`src/hw/rtl/humidity_sensor_frame_checker_top_assert.svh`:
```
// Assertion macros for the humidity sensor frame checker.
`ifndef HUMIDITY_SENSOR_FRAME_CHECKER_TOP_ASSERT_SVH
`define HUMIDITY_SENSOR_FRAME_CHECKER_TOP_ASSERT_SVH

// Same-cycle implication, disabled during reset.
`define HSFC_ASSERT_NOW(label, clk, rst_n, ante, cons) \
    label: assert property (@(posedge clk) disable iff (!(rst_n)) (ante) |-> (cons)) \
        else $error("hsfc assertion failed");

// Next-cycle implication, disabled during reset.
`define HSFC_ASSERT_NEXT(label, clk, rst_n, ante, cons) \
    label: assert property (@(posedge clk) disable iff (!(rst_n)) (ante) |=> (cons)) \
        else $error("hsfc assertion failed");

`endif

```
`src/hw/rtl/hsfc_pkg.sv`:
```
`timescale 1ns / 1ps

package hsfc_pkg;

    localparam logic [7:0]  CRC_INIT  = 8'hFF;
    localparam logic [7:0]  CRC_POLY  = 8'h31;
    localparam logic [15:0] ID_MASK   = 16'h083F;
    localparam logic [15:0] ID_VALUE  = 16'h0807;
    localparam logic [6:0]  PCT_SCALE = 7'd100;

    // last byte index of each frame kind
    localparam logic [2:0] LAST_ID   = 3'd2;
    localparam logic [2:0] LAST_MEAS = 3'd5;

    localparam logic ACT_BYTE  = 1'b0;
    localparam logic ACT_ABORT = 1'b1;
    localparam logic KIND_ID   = 1'b0;
    localparam logic KIND_MEAS = 1'b1;

    typedef enum logic [1:0] {
        ST_OK    = 2'd0,
        ST_CRC   = 2'd1,
        ST_ID    = 2'd2,
        ST_ABORT = 2'd3
    } t_status;

    // role of a byte within its 3-byte word group
    typedef enum logic [1:0] {
        SLOT_HIGH = 2'd0,
        SLOT_LOW  = 2'd1,
        SLOT_CRC  = 2'd2
    } t_slot;

    typedef struct packed {
        logic       kind;
        logic       action;
        logic [7:0] data;
    } t_in_item;

    typedef struct packed {
        t_status     status;
        logic [14:0] humidity_pct_q8;
        logic [15:0] humidity_raw;
        logic [15:0] sensor_id;
    } t_result;

    function automatic logic [7:0] crc8_byte(input logic [7:0] crc, input logic [7:0] b);
        logic [7:0] c;
        c = crc ^ b;
        for (int i = 0; i < 8; i++) begin
            if (c[7]) begin
                c = {c[6:0], 1'b0} ^ CRC_POLY;
            end else begin
                c = {c[6:0], 1'b0};
            end
        end
        return c;
    endfunction

    function automatic t_slot word_slot(input logic [2:0] pos);
        t_slot s;
        unique case (pos)
            3'd0, 3'd3, 3'd6: s = SLOT_HIGH;
            3'd1, 3'd4, 3'd7: s = SLOT_LOW;
            3'd2, 3'd5:       s = SLOT_CRC;
            default:          s = SLOT_HIGH;
        endcase
        return s;
    endfunction

endpackage

```
`src/hw/rtl/hsfc_in_stage.sv`:
```
`timescale 1ns / 1ps

module hsfc_in_stage (
    input  logic                i_clk,
    input  logic                i_rst_n,
    input  logic                i_valid,
    output logic                o_ready,
    input  hsfc_pkg::t_in_item  i_item,
    output logic                o_valid,
    output hsfc_pkg::t_in_item  o_item,
    input  logic                i_take
);

    logic               r_valid;
    hsfc_pkg::t_in_item r_item;

    assign o_ready = !r_valid || i_take;
    assign o_valid = r_valid;
    assign o_item  = r_item;

    always_ff @(posedge i_clk) begin
        if (!i_rst_n) begin
            r_valid <= 1'b0;
        end else if (i_valid && o_ready) begin
            r_valid <= 1'b1;
        end else if (i_take) begin
            r_valid <= 1'b0;
        end
    end

    always_ff @(posedge i_clk) begin
        if (i_valid && o_ready) begin
            r_item <= i_item;
        end
    end

endmodule

```
`src/hw/rtl/hsfc_frame_core.sv`:
```
`timescale 1ns / 1ps

module hsfc_frame_core (
    input  logic                i_clk,
    input  logic                i_rst_n,
    input  logic                i_item_valid,
    input  hsfc_pkg::t_in_item  i_item,
    output logic                o_item_take,
    input  logic                i_out_free,
    output logic                o_emit,
    output hsfc_pkg::t_result   o_result
);

    logic [2:0]  r_pos,    n_pos;
    logic [7:0]  r_crc,    n_crc;
    logic        r_failed, n_failed;
    logic [7:0]  r_high,   n_high;
    logic [15:0] r_word,   n_word;

    hsfc_pkg::t_slot w_slot;
    logic [2:0]      w_last;
    logic            w_abort;
    logic            w_frame_end;
    logic [22:0]     w_pct_full;
    logic            w_bad_crc;

    assign o_item_take = i_item_valid && i_out_free;
    assign w_slot      = hsfc_pkg::word_slot(r_pos);
    assign w_last      = (i_item.kind == hsfc_pkg::KIND_MEAS) ? hsfc_pkg::LAST_MEAS
                                                               : hsfc_pkg::LAST_ID;
    assign w_abort     = (i_item.action == hsfc_pkg::ACT_ABORT);
    assign w_frame_end = !w_abort && !(r_pos < w_last);

    // word and CRC tracking for the current byte
    always_comb begin
        n_pos    = r_pos;
        n_crc    = r_crc;
        n_failed = r_failed;
        n_high   = r_high;
        n_word   = r_word;
        case (w_slot)
            hsfc_pkg::SLOT_HIGH: begin
                n_crc  = hsfc_pkg::crc8_byte(hsfc_pkg::CRC_INIT, i_item.data);
                n_high = i_item.data;
            end
            hsfc_pkg::SLOT_LOW: begin
                n_crc  = hsfc_pkg::crc8_byte(r_crc, i_item.data);
                n_word = {r_high, i_item.data};
            end
            default: begin
                if (r_crc != i_item.data) begin
                    n_failed = 1'b1;
                end
                n_crc = hsfc_pkg::CRC_INIT;
            end
        endcase
        if (!w_frame_end) begin
            n_pos = r_pos + 3'd1;
        end
    end

    // an end byte that is not a CRC byte leaves its word unchecked
    assign w_bad_crc  = n_failed || (w_slot != hsfc_pkg::SLOT_CRC);
    assign w_pct_full = 23'(n_word) * 23'(hsfc_pkg::PCT_SCALE);

    always_comb begin
        o_emit   = w_abort || w_frame_end;
        o_result = '0;
        if (w_abort) begin
            o_result.status = hsfc_pkg::ST_ABORT;
        end else begin
            if (w_bad_crc) begin
                o_result.status = hsfc_pkg::ST_CRC;
            end else if (i_item.kind == hsfc_pkg::KIND_ID &&
                         (n_word & hsfc_pkg::ID_MASK) != hsfc_pkg::ID_VALUE) begin
                o_result.status = hsfc_pkg::ST_ID;
            end else begin
                o_result.status = hsfc_pkg::ST_OK;
            end
            if (i_item.kind == hsfc_pkg::KIND_ID) begin
                o_result.sensor_id = n_word;
            end else begin
                o_result.humidity_raw    = n_word;
                o_result.humidity_pct_q8 = w_pct_full[22:8];
            end
        end
    end

    always_ff @(posedge i_clk) begin
        if (!i_rst_n) begin
            r_pos    <= '0;
            r_crc    <= hsfc_pkg::CRC_INIT;
            r_failed <= 1'b0;
            r_high   <= '0;
            r_word   <= '0;
        end else if (o_item_take) begin
            if (o_emit) begin
                r_pos    <= '0;
                r_crc    <= hsfc_pkg::CRC_INIT;
                r_failed <= 1'b0;
                r_high   <= '0;
                r_word   <= '0;
            end else begin
                r_pos    <= n_pos;
                r_crc    <= n_crc;
                r_failed <= n_failed;
                r_high   <= n_high;
                r_word   <= n_word;
            end
        end
    end

endmodule

```
`src/hw/rtl/hsfc_out_stage.sv`:
```
`timescale 1ns / 1ps

module hsfc_out_stage (
    input  logic               i_clk,
    input  logic               i_rst_n,
    input  logic               i_load,
    input  hsfc_pkg::t_result  i_result,
    output logic               o_free,
    output logic               o_valid,
    input  logic               i_ready,
    output hsfc_pkg::t_result  o_result
);

    logic              r_valid;
    hsfc_pkg::t_result r_result;

    assign o_free   = !r_valid || i_ready;
    assign o_valid  = r_valid;
    assign o_result = r_result;

    always_ff @(posedge i_clk) begin
        if (!i_rst_n) begin
            r_valid <= 1'b0;
        end else if (i_load) begin
            r_valid <= 1'b1;
        end else if (i_ready) begin
            r_valid <= 1'b0;
        end
    end

    always_ff @(posedge i_clk) begin
        if (i_load) begin
            r_result <= i_result;
        end
    end

endmodule

```
`src/hw/rtl/humidity_sensor_frame_checker_top.sv`:
```
`timescale 1ns / 1ps

// Humidity sensor frame checker. Takes sensor response bytes one transaction
// at a time on the slave stream and reports one result transaction per frame
// (or per abort) on the master stream. tuser[1] picks the frame kind for each
// byte: 0 = 3-byte identification frame, 1 = 6-byte measurement frame;
// tuser[0] = 1 aborts the frame and reports the abort status right away. Each
// 2-byte word is followed by a CRC-8 (poly 0x31, init 0xFF, MSB first).
// Result status: 0 ok, 1 CRC mismatch (also for a frame cut short by a kind
// change), 2 identifier mismatch ((id & 0x083F) != 0x0807), 3 aborted.
// Timing: one byte per clock sustained while m_axis_tready stays high. An
// accepted byte lands in the input register; when the core takes it, the CRC
// step, word assembly and the humidity scaling (raw*100 >> 8, one 16x7
// multiply) settle combinationally and load the result register, so a result
// passes through the input register and the result register. While a result
// waits on m_axis_tready the core takes no byte; the input register holds at
// most one more byte, then s_axis_tready drops until the result is taken.

`include "humidity_sensor_frame_checker_top_assert.svh"

module humidity_sensor_frame_checker_top (
    input  logic        i_clk,
    input  logic        i_rst_n,
    input  logic        s_axis_tvalid,
    output logic        s_axis_tready,
    input  logic [7:0]  s_axis_tdata,   // [7:0] data_byte
    input  logic [1:0]  s_axis_tuser,   // [0] action, [1] frame_kind
    output logic        m_axis_tvalid,
    input  logic        m_axis_tready,
    output logic [47:0] m_axis_tdata,   // [15:0] sensor_id, [31:16] humidity_raw,
                                        // [46:32] humidity_pct_q8, [47] zero
    output logic [1:0]  m_axis_tuser    // [1:0] status
);

    hsfc_pkg::t_in_item w_s_item;
    hsfc_pkg::t_in_item w_core_item;
    hsfc_pkg::t_result  w_core_result;
    hsfc_pkg::t_result  w_out_result;
    logic               w_core_valid;
    logic               w_take;
    logic               w_out_free;
    logic               w_emit;

    assign w_s_item.action = s_axis_tuser[0];
    assign w_s_item.kind   = s_axis_tuser[1];
    assign w_s_item.data   = s_axis_tdata;

    hsfc_in_stage u_in (
        .i_clk   (i_clk),
        .i_rst_n (i_rst_n),
        .i_valid (s_axis_tvalid),
        .o_ready (s_axis_tready),
        .i_item  (w_s_item),
        .o_valid (w_core_valid),
        .o_item  (w_core_item),
        .i_take  (w_take)
    );

    hsfc_frame_core u_core (
        .i_clk        (i_clk),
        .i_rst_n      (i_rst_n),
        .i_item_valid (w_core_valid),
        .i_item       (w_core_item),
        .o_item_take  (w_take),
        .i_out_free   (w_out_free),
        .o_emit       (w_emit),
        .o_result     (w_core_result)
    );

    // a result only loads when a byte is actually consumed
    hsfc_out_stage u_out (
        .i_clk    (i_clk),
        .i_rst_n  (i_rst_n),
        .i_load   (w_take && w_emit),
        .i_result (w_core_result),
        .o_free   (w_out_free),
        .o_valid  (m_axis_tvalid),
        .i_ready  (m_axis_tready),
        .o_result (w_out_result)
    );

    assign m_axis_tdata = {1'b0, w_out_result.humidity_pct_q8,
                           w_out_result.humidity_raw, w_out_result.sensor_id};
    assign m_axis_tuser = w_out_result.status;

    // an accepted byte is always held in the input register next cycle
    `HSFC_ASSERT_NEXT(a_in_capture, i_clk, i_rst_n,
        s_axis_tvalid && s_axis_tready, w_core_valid)

    // an abort result carries no words
    `HSFC_ASSERT_NOW(a_abort_zero, i_clk, i_rst_n,
        m_axis_tvalid && m_axis_tuser == hsfc_pkg::ST_ABORT, m_axis_tdata == 48'd0)

    // identifier mismatch only comes from identification frames
    `HSFC_ASSERT_NOW(a_id_frame_only, i_clk, i_rst_n,
        m_axis_tvalid && m_axis_tuser == hsfc_pkg::ST_ID, m_axis_tdata[47:16] == 32'd0)

endmodule
```
`config.mk`:
```
export PLATFORM = sky130hd
export DESIGN_NAME = humidity_sensor_frame_checker_top
export DESIGN_NICKNAME = d
export VERILOG_FILES = /design/src/hw/rtl/hsfc_pkg.sv /design/src/hw/rtl/hsfc_in_stage.sv /design/src/hw/rtl/hsfc_frame_core.sv /design/src/hw/rtl/hsfc_out_stage.sv /design/src/hw/rtl/humidity_sensor_frame_checker_top.sv
export VERILOG_INCLUDE_DIRS = /design/src /design/src/hw/rtl
export SDC_FILE = /design/constraint.sdc
export NUM_CORES = 1
export LEC_CHECK = 0
export ABC_AREA = 1
export ABC_CLOCK_PERIOD_IN_PS = 10150
export BUFFER_PORTS_ARGS = -buffer_cell sky130_fd_sc_hd__buf_2
export CORE_MARGIN = 8
export CORE_UTILIZATION = 40
export DETAILED_ROUTE_END_ITERATION = 8
export GPL_ROUTABILITY_DRIVEN = 1
export PLACE_DENSITY_LB_ADDON = 0.25
export SYNTH_ARGS = -nofsm -noshare
export SYNTH_HDL_FRONTEND = slang
export SYNTH_SLANG_ARGS = --single-unit
```
`constraint.sdc`:
```
create_clock -name i_clk -period 10.15 [get_ports i_clk]
set_input_delay 1.5225 -clock i_clk [delete_from_list [all_inputs] [get_ports i_clk]]
set_output_delay 1.5225 -clock i_clk [all_outputs]
set_load 0.02 [all_outputs]
```
==> metrics.md <==
| Metric | Value |
|---|---|
| Area occupied by multi-input gates | `between 0.003 and 0.004 sq mm` |
| Worst clock skew | `just over 9 ps` |
| Commonest non-fill, non-tap cells in the layout | `93 x nand2_1, 92 x inv_1, 82 x nor2_1` |
| Placer Congestion | `0.894` |
| Adder-Cell Fraction of Synth Area | `14.4%` |
| Synth Area per Inst | `a little under 9 sq um` |
| CP Class | `flip-flop to flip-flop` |
| Peak VDD IR | `around 110 uV` |
| Post-synthesis sequential area ratio | `a little over 40%` |
| Hpwl dp | `between 10000 and 15000 um` |
| Gate count after technology mapping | `around 690` |
| Total GRT Usage | `14.3%` |
| Clock Latency Late Sink | `about 350 ps` |
| XOR/XNOR share of the synthesized area | `5.59%` |
| Multiplexer area fraction after synthesis | `less than 1%` |
| Core ar. | `0.0152 sq mm` |
| Cell row count | `45` |
| Synth Warn # | `0` |
| Pwr Density | `roughly 160 mW/mm^2` |
| Number of synthesized flops with an enable pin | `a little under 60` |
| Critical path arrival | `between 4000 and 5000 ps` |
| Largest family of logic cells by synthesized area | `simple AND/OR/NAND/NOR gates` |
| Most frequent CP cell | `inv_1` |
| Die Area | `a little under 0.02 sq mm` |
| Final count of negative-setup-slack endpoints | `0` |
| LEAKAGE | `3.21 nW` |
| Status | `finished clean` |
| I/O pins | `66` |
| Post-route setup TNS | `0 ps` |
| Max stage delay on crit path | `roughly 510 ps` |
| ANT nets after route | `0` |
| Max Freq | `around 230 MHz` |
| Top FF cell, synth | `edfxtp_1` |
| Final #Nets | `a little over 800` |
| Post-CTS Repair Setup Buffers | `0` |
| Buffers from clock root to sink, at most | `2` |
| RSZ-0062 raised after global routing | `false` |
| Slew margin rel. | `30.7%` |
| Layout cell share with drive strength beyond 1 | `between 10% and 20%` |
| Cell Area, Synth | `about 0.0062 sq mm` |
| Req. time, crit path | `10250 ps` |
| Area grow syn2layout | `12.0%` |
| Mapped Nets | `just under 800` |
| Filler cells | `around 1500` |
| First-pass GRT wire length | `approximately 23000 um` |
| Worst setup EP type | `flip-flop` |
| Resize count post-CTS | `0` |
| Crit share post-route | `between 40% and 50%` |
| Drt via density | `4.95` |
| Worst Setup Start Kind | `flip-flop` |
| Clk pin slew, worst setup/hold paths | `about 70 ps` |
| DR DRC count | `0` |
| Critical path cell sequence | `inv_2, nand2_4, inv_1, or2_2, o21ai_1, inv_1, ha_1, ha_1, inv_1, fa_1, inv_1, ha_1, a21oi_1, inv_1, a31oi_1, nor2_1, nor3_1, nand3_2, nand2_1, nor2_1` |
| Largest net degree at the start of global routing | `50` |
| Compound-Gate Fraction of Synth Area | `between 10% and 20%` |
| Dpl cells | `approximately 930` |
| Count of hold-fix buffers inserted at cts | `0` |
| CTS Buf Count | `9` |
| Async set or reset register ratio after synthesis | `0%` |
| Die H | `around 140 um` |
| Least-Margin Pin Slew | `between 1000 and 1500 ps` |
| Worst Hold Class | `flip-flop to flip-flop` |
| Cell variety after synth | `47` |
| Global route overflow | `0` |
| FF/Latch Area | `0.00257 sq mm` |
| Average wire per standard cell | `between 10 and 15 um` |
| Initial antenna violation count | `0` |
| #FFs+latches synth | `99` |
| Max-Cap Viols | `0` |
| Antenna diodes | `0` |
| Critical-path maximum fanout | `37` |
| Final Hold Fails | `0` |
| Die width | `approximately 140 um` |
| Total wire length | `about 14000 um` |
| DRT iter0 DRCs | `between 200 and 250` |
| Depth of the CTS H-tree | `3` |
| Synth Area in Simple Gates | `about 18%` |
| Via count | `around 4700` |
| Pins Over Slew Limit | `0` |
| Crit path time final | `~4400 ps` |
| CTS sink cnt | `99` |
| Most common cell after layout, fill and taps aside | `nand2_1` |
| Clock Tree Root | `clkbuf_16` |
| CP max-delay cell | `fa_1` |
| Port Buf Inserts | `64` |
| TritonCTS clock tree | `done` |
| Starting Density | `between 40% and 50%` |
| Non-filler instance count after layout | `942` |
| Vias in the first global route | `4707` |
| Router iterations before antenna repair | `5` |
[metal layers]
layer / global-route usage (%) / vias up / part of all wire [%]
li1: - / 2417 / -
met1: 16.1 / 2166 / 44
met2: 26.1 / 69 / 51
met3: 3.53 / 13 / 3.7
met4: 4.41 / 0 / 1.5
met5: 0 / - / 0
[layout make-up]
cell class / instances / share of cell area, %
clock buffers: 9 / 3.24
clock inverters: 7 / 1.23
inverters: 99 / 5.35
multi-input cells: 475 / 45.0
flip-flops and latches: 99 / 37.1
well taps: 188 / 3.39
repair buffers: 65 / 4.72
[critical path: cells and delay by family (launching register included)]
kind | cells | cell delay, ps
adders and majority gates | 4 | 1470
and+or+nand+nor | 7 | 1110
buffers and inverters | 6 | 600
AOI/OAI and AO/OA | 3 | 590
DFF | 1 | 370
[synthesized netlist by cell type, types with 5 or more instances]
| cell | n | share of area, % |
|---|---|---|
| or2_2 | 7 | 0.71 |
| xor2_1 | 18 | 2.5 |
| fa_1 | 9 | 2.9 |
| a211oi_2 | 5 | 1.0 |
| inv_2 | 6 | 0.36 |
| nand3_1 | 26 | 2.1 |
| nor2_1 | 82 | 5.0 |
| o21ai_0 | 37 | 3.0 |
| nand2_1 | 93 | 5.6 |
| a21oi_1 | 48 | 3.9 |
| o21ai_1 | 9 | 0.73 |
| clkbuf_1 | 8 | 0.48 |
| nor3_1 | 5 | 0.40 |
| a211oi_1 | 11 | 1.3 |
| edfxtp_1 | 59 | 29 |
| xnor2_1 | 11 | 1.6 |
| ha_1 | 57 | 12 |
| buf_2 | 5 | 0.40 |
| nand2_2 | 17 | 1.7 |
| inv_1 | 93 | 5.6 |
| dfxtp_1 | 40 | 13 |
[metrics by stage]
step / setup WS (ps) / hold WS [ps] / utilization, % / area [sq um] / power, W
after floorplan: 6380 / 445 / - / 6200 / 0.000671
after global placement: 5910 / 456 / 43.6 / 6630 / 0.000729
after detailed placement: 5760 / 457 / 43.6 / 6630 / 0.000734
after CTS: 5720 / 468 / 45.7 / 6940 / 0.00109
after global routing: 5360 / 493 / 45.7 / 6940 / 0.00114
final: 5730 / 467 / 45.7 / 6940 / 0.00108
[path summary, 6_finish.rpt]
path                                               startpoint  slack [ps]  cells past startpoint                          endpoint
worst max-delay path                 u_core.w_slot[1]$_DFF_P_        5730                     20  u_out.o_result[46]$_SDFFCE_PP0P_
worst min register to register  u_core.r_high[0]$_SDFFE_PN0P_         470                      2     u_core.r_high[0]$_SDFFE_PN0P_
worst max register to register       u_core.w_slot[1]$_DFF_P_        5730                     20  u_out.o_result[46]$_SDFFCE_PP0P_
worst min-delay path            u_core.r_high[0]$_SDFFE_PN0P_         470                      2     u_core.r_high[0]$_SDFFE_PN0P_
[sequential cells by signal, summed over array words and instances, names as in the netlist]
| signal | flops |
|---|---|
| u_core.r_crc | 8 |
| u_core.r_failed | 1 |
| u_core.r_high | 8 |
| u_core.r_pos | 3 |
| u_core.r_word | 16 |
| u_core.w_slot | 2 |
| u_in.o_item | 10 |
| u_in.o_valid | 1 |
| u_out.o_result | 49 |
| u_out.o_valid | 1 |
[power by group]
part	internal [W]	leakage [nW]	switching, W
logic	0.0000909	2.16	0.000174
registers	0.000446	0.901	0.0000139
clock network	0.000195	0.146	0.000159
[cells by family after synthesis]
logic type,Yosys count
simple gates,246
compound gates,127
buf+inv,120
flops,99
fa+ha+maj,66
xor+xnor,34
other cells,1
mux,1
Note: power is estimated with default switching activity, not from simulation.
